[config.mk]
export PLATFORM = sky130hd
export DESIGN_NAME = stack_machine_data_stack_alu_top_flat
export DESIGN_NICKNAME = d
export VERILOG_FILES = /design/src/design/sm_dstk_pkg.sv /design/src/design/sm_dstk_if.sv /design/src/design/stack_machine_data_stack_alu_top.sv /design/src/flat_wrapper.sv
export VERILOG_INCLUDE_DIRS = /design/src /design/src/design
export SDC_FILE = /design/constraint.sdc
export NUM_CORES = 2
export LEC_CHECK = 0
export BUFFER_PORTS_ARGS = -buffer_cell sky130_fd_sc_hd__buf_2
export CELL_PAD_IN_SITES_DETAIL_PLACEMENT = 1
export CELL_PAD_IN_SITES_GLOBAL_PLACEMENT = 1
export CORE_AREA = 2 2 409 411
export CTS_BUF_LIST = sky130_fd_sc_hd__clkbuf_8
export DETAILED_ROUTE_END_ITERATION = 7
export DIE_AREA = 0 0 411 413
export PLACE_DENSITY_LB_ADDON = 0.3
export SLEW_MARGIN = 25
export SYNTH_ARGS = -nofsm -noshare
export SYNTH_HDL_FRONTEND = slang
export SYNTH_SLANG_ARGS = --single-unit
[constraint.sdc]
create_clock -name clk -period 8 [get_ports clk]
set_input_delay 0.4 -clock clk [delete_from_list [all_inputs] [get_ports clk]]
set_output_delay 0.4 -clock clk [all_outputs]
set_load 0.03 [all_outputs]
[src/design/stack_machine_data_stack_alu_top_macros.svh]
// ----------------------------------------------------------------------------
// Stack machine data stack assertion macros
// Shared property forms for the data stack checks.
// ----------------------------------------------------------------------------
`ifndef STACK_MACHINE_DATA_STACK_ALU_TOP_MACROS_SVH
`define STACK_MACHINE_DATA_STACK_ALU_TOP_MACROS_SVH

// Same-cycle implication, disabled during reset.
`define SM_DSTK_ASSERT_NOW(label, clk, rst, ante, cons, msg) \
  label: assert property (@(posedge clk) disable iff (rst) (ante) |-> (cons)) \
    else $error(msg);

// Next-cycle implication, disabled during reset.
`define SM_DSTK_ASSERT_NEXT(label, clk, rst, ante, cons, msg) \
  label: assert property (@(posedge clk) disable iff (rst) (ante) |=> (cons)) \
    else $error(msg);

`endif

[src/design/sm_dstk_pkg.sv]
// ----------------------------------------------------------------------------
// Stack machine data stack package
// Field widths, operation codes and sequencer states shared by the design.
// ----------------------------------------------------------------------------
package sm_dstk_pkg;

  localparam int OP_BITS    = 4;
  localparam int WORD_BITS  = 64;
  localparam int DEPTH_BITS = 5;

  typedef enum logic [OP_BITS-1:0] {
    OP_PUSH = 4'd0,
    OP_ADD  = 4'd1,
    OP_SUB  = 4'd2,
    OP_MUL  = 4'd3,
    OP_DIV  = 4'd4,
    OP_DUP  = 4'd5,
    OP_SWAP = 4'd6,
    OP_DROP = 4'd7,
    OP_POP  = 4'd8
  } op_t;

  typedef enum logic [3:0] {
    S_IDLE,
    S_PUSH,
    S_POP1,
    S_POP2,
    S_CALC,
    S_ITER,
    S_FIN,
    S_CAP,
    S_SWAP1,
    S_SWAP2,
    S_SWAP3,
    S_SWAP4,
    S_TOP,
    S_DONE
  } state_t;

endpackage

[src/design/sm_dstk_if.sv]
// ----------------------------------------------------------------------------
// Stack machine data stack channels
// Valid/ready channels for operation items and result items.
// ----------------------------------------------------------------------------
interface sm_dstk_cmd_if;
  logic                                   valid;
  logic                                   ready;
  logic [sm_dstk_pkg::OP_BITS-1:0]        op;
  logic signed [sm_dstk_pkg::WORD_BITS-1:0] literal;

  modport source (output valid, output op, output literal, input ready);
  modport sink   (input valid, input op, input literal, output ready);
endinterface

interface sm_dstk_rsp_if;
  logic                                     valid;
  logic                                     ready;
  logic signed [sm_dstk_pkg::WORD_BITS-1:0] value;
  logic [sm_dstk_pkg::DEPTH_BITS-1:0]       depth;
  logic                                     underflow;
  logic                                     overflow;
  logic                                     divide_by_zero;

  modport source (output valid, output value, output depth, output underflow,
                  output overflow, output divide_by_zero, input ready);
  modport sink   (input valid, input value, input depth, input underflow,
                  input overflow, input divide_by_zero, output ready);
endinterface

[src/design/stack_machine_data_stack_alu_top.sv]
// ----------------------------------------------------------------------------
// Stack machine data stack with arithmetic
// Bounded stack of signed cells in a synchronous memory, driven by a
// sequencer that pops, computes and pushes one operation item at a time.
// ----------------------------------------------------------------------------
// Usage: each item on the cmd channel is one operation (push literal, add,
// sub, mul, div, dup, swap, drop, pop) and produces exactly one item on the
// rsp channel carrying the new top of stack (or the removed entry for drop
// and pop), the depth afterwards and the underflow, overflow and divide by
// zero flags. Both channels use valid/ready; an item moves when both are high.
// A new item is accepted only once the previous one has reached the result
// register, so the sequencer works on one item at a time. Its pace is set
// by the single read port and single write port of the stack memory, which
// every operand pop, push and final top-of-stack read goes through one at
// a time, and by the bit-serial shift-add multiply and restoring divide loop,
// which retires one bit per cycle. Division by zero skips the loop, and swap
// on fewer than two entries and the unused codes go straight to the final
// top-of-stack read.
// Reset empties the stack at once (the count clears; memory contents are not
// touched). While the receiver holds ready low the finished result stays in
// the output register; the next item is still accepted and worked on and
// waits at the end of its sequence until the register frees up.
// ----------------------------------------------------------------------------
`include "stack_machine_data_stack_alu_top_macros.svh"

module stack_machine_data_stack_alu_top #(
  parameter int STACK_DEPTH = 16,
  parameter int CELL_BITS   = 64
) (
  input  logic                 clk,
  input  logic                 rst,
  sm_dstk_cmd_if.sink          cmd,
  sm_dstk_rsp_if.source        rsp
);

  localparam int AW = (STACK_DEPTH > 1) ? $clog2(STACK_DEPTH) : 1;
  localparam int CW = $clog2(STACK_DEPTH + 1);
  localparam int IW = (CELL_BITS > 1) ? $clog2(CELL_BITS) : 1;
  localparam int N  = CELL_BITS;
  localparam int WB = sm_dstk_pkg::WORD_BITS;
  localparam int DB = sm_dstk_pkg::DEPTH_BITS;

  // Control registers.
  sm_dstk_pkg::state_t state, state_next;
  logic [CW-1:0]       cnt, cnt_next;
  logic                out_valid, out_valid_next;

  // Working registers.
  logic [sm_dstk_pkg::OP_BITS-1:0] op_q, op_q_next;
  logic [N-1:0]  res, res_next;
  logic [N-1:0]  b_op, b_op_next;
  logic [N-1:0]  x, x_next;
  logic [N-1:0]  y, y_next;
  logic [N-1:0]  acc, acc_next;
  logic [IW-1:0] iter, iter_next;
  logic          neg, neg_next;
  logic          hit, hit_next;
  logic          again, again_next;
  logic          under, under_next;
  logic          over, over_next;
  logic          dz, dz_next;

  // Result register.
  logic [WB-1:0] out_value, out_value_next;
  logic [DB-1:0] out_depth, out_depth_next;
  logic          out_under, out_under_next;
  logic          out_over, out_over_next;
  logic          out_dz, out_dz_next;

  // Stack memory, one write and one registered read per cycle.
  logic [N-1:0]  mem [STACK_DEPTH];
  logic          mem_we, mem_re;
  logic [AW-1:0] wr_addr, rd_addr;
  logic [N-1:0]  wr_data, rd_data;

  always_ff @(posedge clk) begin
    if (mem_we) begin
      mem[wr_addr] <= wr_data;
    end
    if (mem_re) begin
      rd_data <= mem[rd_addr];
    end
  end

  // Helpers.
  logic          cnt_zero, full;
  logic [AW-1:0] top_addr, second_addr, push_addr;
  logic [N-1:0]  opnd, a_abs, b_abs;
  logic [N:0]    div_sh, div_diff;

  assign cnt_zero    = (cnt == '0);
  assign full        = (cnt == CW'(STACK_DEPTH));
  assign top_addr    = AW'(cnt - CW'(1));
  assign second_addr = AW'(cnt - CW'(2));
  assign push_addr   = AW'(cnt);
  assign opnd        = hit ? rd_data : '0;
  assign a_abs       = opnd[N-1] ? (~opnd + N'(1)) : opnd;
  assign b_abs       = b_op[N-1] ? (~b_op + N'(1)) : b_op;
  assign div_sh      = {acc, x[N-1]};
  assign div_diff    = div_sh - {1'b0, y};

  always_comb begin
    state_next     = state;
    cnt_next       = cnt;
    out_valid_next = out_valid;
    op_q_next      = op_q;
    res_next       = res;
    b_op_next      = b_op;
    x_next         = x;
    y_next         = y;
    acc_next       = acc;
    iter_next      = iter;
    neg_next       = neg;
    hit_next       = hit;
    again_next     = again;
    under_next     = under;
    over_next      = over;
    dz_next        = dz;
    out_value_next = out_value;
    out_depth_next = out_depth;
    out_under_next = out_under;
    out_over_next  = out_over;
    out_dz_next    = out_dz;
    mem_we         = 1'b0;
    mem_re         = 1'b0;
    wr_addr        = push_addr;
    rd_addr        = top_addr;
    wr_data        = res;
    cmd.ready      = 1'b0;

    if (out_valid && rsp.ready) begin
      out_valid_next = 1'b0;
    end

    unique case (state)
      sm_dstk_pkg::S_IDLE: begin
        cmd.ready = 1'b1;
        if (cmd.valid) begin
          op_q_next  = cmd.op;
          res_next   = cmd.literal[N-1:0];
          under_next = 1'b0;
          over_next  = 1'b0;
          dz_next    = 1'b0;
          again_next = (cmd.op == sm_dstk_pkg::OP_DUP);
          case (cmd.op) inside
            sm_dstk_pkg::OP_PUSH: begin
              state_next = sm_dstk_pkg::S_PUSH;
            end
            sm_dstk_pkg::OP_ADD, sm_dstk_pkg::OP_SUB, sm_dstk_pkg::OP_MUL,
            sm_dstk_pkg::OP_DIV, sm_dstk_pkg::OP_DUP, sm_dstk_pkg::OP_DROP,
            sm_dstk_pkg::OP_POP: begin
              state_next = sm_dstk_pkg::S_POP1;
            end
            sm_dstk_pkg::OP_SWAP: begin
              if (cnt < CW'(2)) begin
                under_next = 1'b1;
                state_next = sm_dstk_pkg::S_TOP;
              end else begin
                state_next = sm_dstk_pkg::S_SWAP1;
              end
            end
            default: begin
              state_next = sm_dstk_pkg::S_TOP;
            end
          endcase
        end
      end

      sm_dstk_pkg::S_PUSH: begin
        if (full) begin
          over_next = 1'b1;
        end else begin
          mem_we   = 1'b1;
          cnt_next = cnt + CW'(1);
        end
        if (again) begin
          again_next = 1'b0;
        end else begin
          state_next = sm_dstk_pkg::S_TOP;
        end
      end

      sm_dstk_pkg::S_POP1: begin
        if (cnt_zero) begin
          under_next = 1'b1;
          hit_next   = 1'b0;
        end else begin
          mem_re   = 1'b1;
          cnt_next = cnt - CW'(1);
          hit_next = 1'b1;
        end
        case (op_q) inside
          sm_dstk_pkg::OP_ADD, sm_dstk_pkg::OP_SUB, sm_dstk_pkg::OP_MUL,
          sm_dstk_pkg::OP_DIV: begin
            state_next = sm_dstk_pkg::S_POP2;
          end
          sm_dstk_pkg::OP_DUP: begin
            state_next = sm_dstk_pkg::S_CAP;
          end
          default: begin
            state_next = sm_dstk_pkg::S_DONE;
          end
        endcase
      end

      sm_dstk_pkg::S_POP2: begin
        b_op_next = opnd;
        if (cnt_zero) begin
          under_next = 1'b1;
          hit_next   = 1'b0;
        end else begin
          mem_re   = 1'b1;
          cnt_next = cnt - CW'(1);
          hit_next = 1'b1;
        end
        state_next = sm_dstk_pkg::S_CALC;
      end

      sm_dstk_pkg::S_CALC: begin
        iter_next  = '0;
        acc_next   = '0;
        state_next = sm_dstk_pkg::S_PUSH;
        case (op_q)
          sm_dstk_pkg::OP_ADD: res_next = opnd + b_op;
          sm_dstk_pkg::OP_SUB: res_next = opnd - b_op;
          sm_dstk_pkg::OP_MUL: begin
            x_next     = opnd;
            y_next     = b_op;
            state_next = sm_dstk_pkg::S_ITER;
          end
          sm_dstk_pkg::OP_DIV: begin
            if (b_op == '0) begin
              res_next = '0;
              dz_next  = 1'b1;
            end else begin
              x_next     = a_abs;
              y_next     = b_abs;
              neg_next   = opnd[N-1] ^ b_op[N-1];
              state_next = sm_dstk_pkg::S_ITER;
            end
          end
          default: res_next = '0;
        endcase
      end

      // One bit of the product or quotient per cycle.
      sm_dstk_pkg::S_ITER: begin
        if (op_q == sm_dstk_pkg::OP_MUL) begin
          if (y[0]) begin
            acc_next = acc + x;
          end
          x_next = x << 1;
          y_next = y >> 1;
        end else begin
          if (!div_diff[N]) begin
            acc_next = div_diff[N-1:0];
            x_next   = {x[N-2:0], 1'b1};
          end else begin
            acc_next = div_sh[N-1:0];
            x_next   = {x[N-2:0], 1'b0};
          end
        end
        iter_next = iter + IW'(1);
        if (iter == IW'(N - 1)) begin
          state_next = sm_dstk_pkg::S_FIN;
        end
      end

      sm_dstk_pkg::S_FIN: begin
        if (op_q == sm_dstk_pkg::OP_MUL) begin
          res_next = acc;
        end else begin
          res_next = neg ? (~x + N'(1)) : x;
        end
        state_next = sm_dstk_pkg::S_PUSH;
      end

      sm_dstk_pkg::S_CAP: begin
        res_next   = opnd;
        state_next = sm_dstk_pkg::S_PUSH;
      end

      sm_dstk_pkg::S_SWAP1: begin
        mem_re     = 1'b1;
        rd_addr    = top_addr;
        state_next = sm_dstk_pkg::S_SWAP2;
      end

      sm_dstk_pkg::S_SWAP2: begin
        b_op_next  = rd_data;
        mem_re     = 1'b1;
        rd_addr    = second_addr;
        state_next = sm_dstk_pkg::S_SWAP3;
      end

      sm_dstk_pkg::S_SWAP3: begin
        mem_we     = 1'b1;
        wr_addr    = top_addr;
        wr_data    = rd_data;
        state_next = sm_dstk_pkg::S_SWAP4;
      end

      sm_dstk_pkg::S_SWAP4: begin
        mem_we     = 1'b1;
        wr_addr    = second_addr;
        wr_data    = b_op;
        state_next = sm_dstk_pkg::S_TOP;
      end

      sm_dstk_pkg::S_TOP: begin
        hit_next = !cnt_zero;
        mem_re   = !cnt_zero;
        rd_addr  = top_addr;
        state_next = sm_dstk_pkg::S_DONE;
      end

      sm_dstk_pkg::S_DONE: begin
        if (!out_valid || rsp.ready) begin
          out_valid_next = 1'b1;
          out_value_next = WB'($signed(opnd));
          out_depth_next = DB'(cnt);
          out_under_next = under;
          out_over_next  = over;
          out_dz_next    = dz;
          state_next     = sm_dstk_pkg::S_IDLE;
        end
      end

      default: begin
        state_next = sm_dstk_pkg::S_IDLE;
      end
    endcase
  end

  always_ff @(posedge clk) begin
    if (rst) begin
      state     <= sm_dstk_pkg::S_IDLE;
      cnt       <= '0;
      out_valid <= 1'b0;
    end else begin
      state     <= state_next;
      cnt       <= cnt_next;
      out_valid <= out_valid_next;
    end
  end

  always_ff @(posedge clk) begin
    op_q      <= op_q_next;
    res       <= res_next;
    b_op      <= b_op_next;
    x         <= x_next;
    y         <= y_next;
    acc       <= acc_next;
    iter      <= iter_next;
    neg       <= neg_next;
    hit       <= hit_next;
    again     <= again_next;
    under     <= under_next;
    over      <= over_next;
    dz        <= dz_next;
    out_value <= out_value_next;
    out_depth <= out_depth_next;
    out_under <= out_under_next;
    out_over  <= out_over_next;
    out_dz    <= out_dz_next;
  end

  assign rsp.valid          = out_valid;
  assign rsp.value          = out_value;
  assign rsp.depth          = out_depth;
  assign rsp.underflow      = out_under;
  assign rsp.overflow       = out_over;
  assign rsp.divide_by_zero = out_dz;

  // Checks.
  `SM_DSTK_ASSERT_NOW(a_cnt_bound, clk, rst, 1'b1, cnt <= CW'(STACK_DEPTH), "stack count beyond depth")
  `SM_DSTK_ASSERT_NEXT(a_busy_after_accept, clk, rst, cmd.valid && cmd.ready, state != sm_dstk_pkg::S_IDLE, "sequencer idle after accepting an item")
  `SM_DSTK_ASSERT_NOW(a_dz_zero, clk, rst, out_valid && out_dz, out_value == '0, "divide by zero result is not zero")
  `SM_DSTK_ASSERT_NOW(a_over_full, clk, rst, out_valid && out_over, out_depth == DB'(STACK_DEPTH), "overflow reported below full depth")

endmodule

[src/flat_wrapper.sv]
// flat-port wrapper written by rule: the top's interface ports become plain ports
module stack_machine_data_stack_alu_top_flat 
#(
  parameter int STACK_DEPTH = 16,
  parameter int CELL_BITS   = 64
)
  (clk, rst, cmd_valid, cmd_op, cmd_literal, cmd_ready, rsp_valid, rsp_value, rsp_depth, rsp_underflow, rsp_overflow, rsp_divide_by_zero, rsp_ready);
  sm_dstk_cmd_if cmd_i ();
  sm_dstk_rsp_if rsp_i ();
  input  logic clk;
  input  logic rst;
  input wire logic [$bits(cmd_i.valid)-1:0] cmd_valid;
  input wire logic [$bits(cmd_i.op)-1:0] cmd_op;
  input wire logic [$bits(cmd_i.literal)-1:0] cmd_literal;
  output wire logic [$bits(cmd_i.ready)-1:0] cmd_ready;
  output wire logic [$bits(rsp_i.valid)-1:0] rsp_valid;
  output wire logic [$bits(rsp_i.value)-1:0] rsp_value;
  output wire logic [$bits(rsp_i.depth)-1:0] rsp_depth;
  output wire logic [$bits(rsp_i.underflow)-1:0] rsp_underflow;
  output wire logic [$bits(rsp_i.overflow)-1:0] rsp_overflow;
  output wire logic [$bits(rsp_i.divide_by_zero)-1:0] rsp_divide_by_zero;
  input wire logic [$bits(rsp_i.ready)-1:0] rsp_ready;
  assign cmd_i.valid = cmd_valid;
  assign cmd_i.op = cmd_op;
  assign cmd_i.literal = cmd_literal;
  assign cmd_ready = cmd_i.ready;
  assign rsp_valid = rsp_i.valid;
  assign rsp_value = rsp_i.value;
  assign rsp_depth = rsp_i.depth;
  assign rsp_underflow = rsp_i.underflow;
  assign rsp_overflow = rsp_i.overflow;
  assign rsp_divide_by_zero = rsp_i.divide_by_zero;
  assign rsp_i.ready = rsp_ready;
  stack_machine_data_stack_alu_top #(.STACK_DEPTH(STACK_DEPTH), .CELL_BITS(CELL_BITS)) u_core (.clk(clk), .rst(rst), .cmd(cmd_i), .rsp(rsp_i));
endmodule
==> results.ini <==
[run_status]
outcome=finished clean

[pwr]
ir_drop_mv=0.5801
p_leak_uw=0.02998
pwr_density_cell_nw_per_um2=382.1

[clock_tree]
htreeDepth=4
cts-resized-gates=0
holdBufCountCts=71
cts_tree=built
clockRootBuffer=clkbuf_8
clk_latency_ns=1.01
clockBufferDepth=3
cts_setup_buffers=0
numCtsBuffers=232
clk_pin_slew_ns=0.07
cts_sinks=1506

[detailed_routing]
first_pass_iters=6
vias=53880
drc=0
drtAntennaViolNets=0
detail_route.wl_per_cell_um=29.31
drtIter0Drc=5461
viasPerCell=6.172
drt-total-wl_mm=255.9

[worst_setup_path]
r2r-start=u_core.b_op[0]
cp-start-kind=flop
cp.arrival_ns=7.73
worst-path-buf-inv=1
slowest_delay_ns=0.73
r2r_end=u_core.res[63]
path_delay_family=simple AND/OR/NAND/NOR gates
end_kind=flop
cp_max_fo=7
worst-r2r-cell-count=23
crit_chain=inv_1 -> ha_1 -> nor3b_1 -> nand2_1 -> nor3_1 -> nand3_1 -> nor3_1 -> nor3b_1 -> nand2_1 -> nand2_1 -> xor2_1 -> ha_1 -> a21oi_1 -> o21ai_0 -> a21oi_1 -> nor4b_1 -> a31oi_1 -> o21ai_0 -> o21ai_0 -> o41a_1 -> o21ai_0 -> or4b_2 -> nand3_1
critical_path.slowest_cell=or4b_2
r2r_slack_ns=1.10
critical_path_class=flop to flop
cp.required_ns=8.83
cpMostUsedCell=o21ai_0

[finish]
syn_to_final_growth_pct=11.76
finalNetCount=6593
layout-drive-gt1-share=0.1480
fin_area_sq_um=86450

[floorplanning]
die_area_sq_um=169700
die_h_um=413
rows=150
coreArea_sq_um=165900
fp.dieW_um=411
start_util=0.4662
io_pins=146

[logic_synthesis]
syn-instance-count=6073
syn_nets=6348
yosysUniqueCellTypes=84
synthFlopType=edfxtp_1
synth_async_sr_flop_share=0
avgSynthCellArea_sq_um=12.74
synth_edf_count=1496
syn_area_sq_um=77350
ys_seq_area_frac=0.5834
yosys_warnings=0
ys_ff_latch=1506

[timing]
fmax_ghz=0.1449
setup_violations=0
tns_ns=0
fin_skew_ns=0.06467
hold_violations=0
rsz0062_at_grt=no
slew_violations=0
period_needed_ns=6.900
fin_crit_sh=0.8625
tightest_slew_ns=1.127
slew_headroom=0.2425

[grt]
overflow=0
antenna_found_initial=12
grt_pass1_wl_mm=373.6
grt_usage=0.2989
grt_max_degree=129
grt_pass1_vias=54500

[min_path]
hold_path.class=primary input to flop
worstHoldStart=cmd_op[2]
hold_path_depth=2
min_to=u_core.op_q[2]

[placement]
placed_cell_area_sq_um=81180
portBuffers=145
gp_congestion=0.9741
hpwl_mm=180.0

[flow_run]
drv_cap=0

Yosys cell counts, types with 43 or more instances:
library cell  count  share of area
nor3_1           75         0.0049
xnor2_1         232          0.026
clkbuf_1        324          0.016
nor2_1          396          0.019
a21oi_1         397          0.026
xor2_1          193          0.022
nor2b_1         153          0.012
nand3_1          66         0.0043
mux4_2          256          0.075
ha_1            200          0.032
nand2_1         492          0.024
mux2i_1         150          0.019
and2_1           61         0.0049
a31oi_1          49         0.0040
edfxtp_1       1496           0.58
a21o_1           95         0.0092
o31ai_1          43         0.0042
a22oi_1          44         0.0043
nand4_1          63         0.0051
inv_1           152         0.0074
a211oi_1        148          0.014
o21bai_1         48         0.0047
o21ai_0         399          0.026
report_power, final:
| part | switching (uW) | internal, uW |
|---|---|---|
| Clock | 3210 | 3190 |
| Combinational | 9320 | 5420 |
| Sequential | 990 | 10900 |
worst reg2reg max path, cell delays in order (launching register included):
cell      delay [ns]
edfxtp_1        0.44
inv_1           0.13
ha_1            0.25
nor3b_1         0.50
nand2_1         0.26
nor3_1          0.32
nand3_1         0.17
nor3_1          0.31
nor3b_1         0.42
nand2_1         0.14
nand2_1         0.10
xor2_1          0.20
ha_1            0.35
a21oi_1         0.22
o21ai_0         0.17
a21oi_1         0.23
nor4b_1         0.08
a31oi_1         0.29
o21ai_0         0.23
o21ai_0         0.46
o41a_1          0.28
o21ai_0         0.37
or4b_2          0.74
nand3_1         0.11
final cells by class:
type	count	area (sq um)
inverter	153	574.3
clock inverter	202	1314
timing repair buffer	381	2838
tap	2204	2758
fill	16900	79460
sequential	1506	45130
clock buffer	234	3221
multi-input combinational	4044	30600
antenna	7	17.52
cell usage in the layout, fill, tap and decap left out, types with 22 or more instances in the layout:
master | Yosys | layout
a31oi_1 | 49 | 49
o211ai_1 | 30 | 30
nand4_1 | 63 | 63
o221ai_1 | 40 | 40
buf_2 | 4 | 145
o31ai_1 | 43 | 43
inv_1 | 152 | 208
clkbuf_8 | 0 | 234
clkinv_2 | 0 | 42
o21bai_1 | 48 | 48
and2_1 | 61 | 60
o21a_1 | 24 | 22
ha_1 | 200 | 200
a211oi_1 | 148 | 148
nor2_1 | 396 | 374
nand3_1 | 66 | 64
nand2_1 | 492 | 488
o21ai_0 | 399 | 392
mux2i_1 | 150 | 149
dlygate4sd3_1 | 0 | 71
nor2b_1 | 153 | 151
o41ai_1 | 27 | 25
xor2_1 | 193 | 191
a22oi_1 | 44 | 44
edfxtp_1 | 1496 | 1496
mux4_2 | 256 | 256
xnor2_1 | 232 | 231
nand2b_1 | 27 | 27
buf_4 | 0 | 152
and3_1 | 24 | 23
a21o_1 | 95 | 94
a21oi_1 | 397 | 395
nor3_1 | 75 | 74
or3_1 | 40 | 40
nor4_1 | 26 | 26
clkinv_1 | 1 | 72
worst max path at each step:
stage	from	to	slack, ns	cells after the start
floorplan	u_core.b_op[0]	u_core.res[0]	1.25	12
global placement	u_core.b_op[0]	u_core.res[63]	1.26	23
detailed placement	u_core.b_op[0]	u_core.res[63]	1.20	23
CTS	u_core.b_op[0]	u_core.res[63]	1.18	23
global route	u_core.b_op[2]	u_core.res[55]	0.59	21
finish	u_core.b_op[0]	u_core.res[63]	1.10	23
stage by stage:
step | total power (uW) | hold slack (ns) | utilization | cells | worst slack, ns
after floorplan | 21370 | 0.4003 | - | 6073 | 1.248
after global placement | 26120 | 0.4193 | 0.4892 | 8217 | 1.259
after detailed placement | 26500 | 0.4175 | 0.4893 | 8217 | 1.203
after CTS | 32990 | 0.1738 | 0.5209 | 8724 | 1.175
after global routing | 34630 | 0.2300 | 0.5210 | 8725 | 0.5900
final | 33030 | 0.2538 | 0.5210 | 8731 | 1.100
routing by layer:
metal / part of all wire / wire, um / track usage / vias to the layer above
met4: 0.030 / 7694 / 0.09467 / 2
li1: - / - / - / 23880
met5: 0.000078 / 20 / 0 / -
met3: 0.067 / 17200 / 0.04217 / 390
met2: 0.45 / 116300 / 0.4635 / 2100
met1: 0.45 / 114700 / 0.4360 / 27510
cell families after synthesis:
group,after synthesis,synth area share
compound gates,1494,0.1223
flops,1506,0.5834
simple gates,1516,0.09368
buf+inv,523,0.02546
mux,406,0.09395
fa+ha+maj,203,0.03313
xor+xnor,425,0.04812
flip-flops by register name, summed over array words and instances, names as in the netlist, 4 cells and up:
name	flops
u_core.cnt	5
u_core.op_q	4
u_core.rsp.depth	5
u_core.iter	6
u_core.res	64
u_core.rsp.value	64
u_core.y	64
u_core.acc	64
u_core.state	4
u_core.mem	1024
u_core.x	64
u_core.b_op	64
u_core.rd_data	64
(Power assumes the default switching activity.)
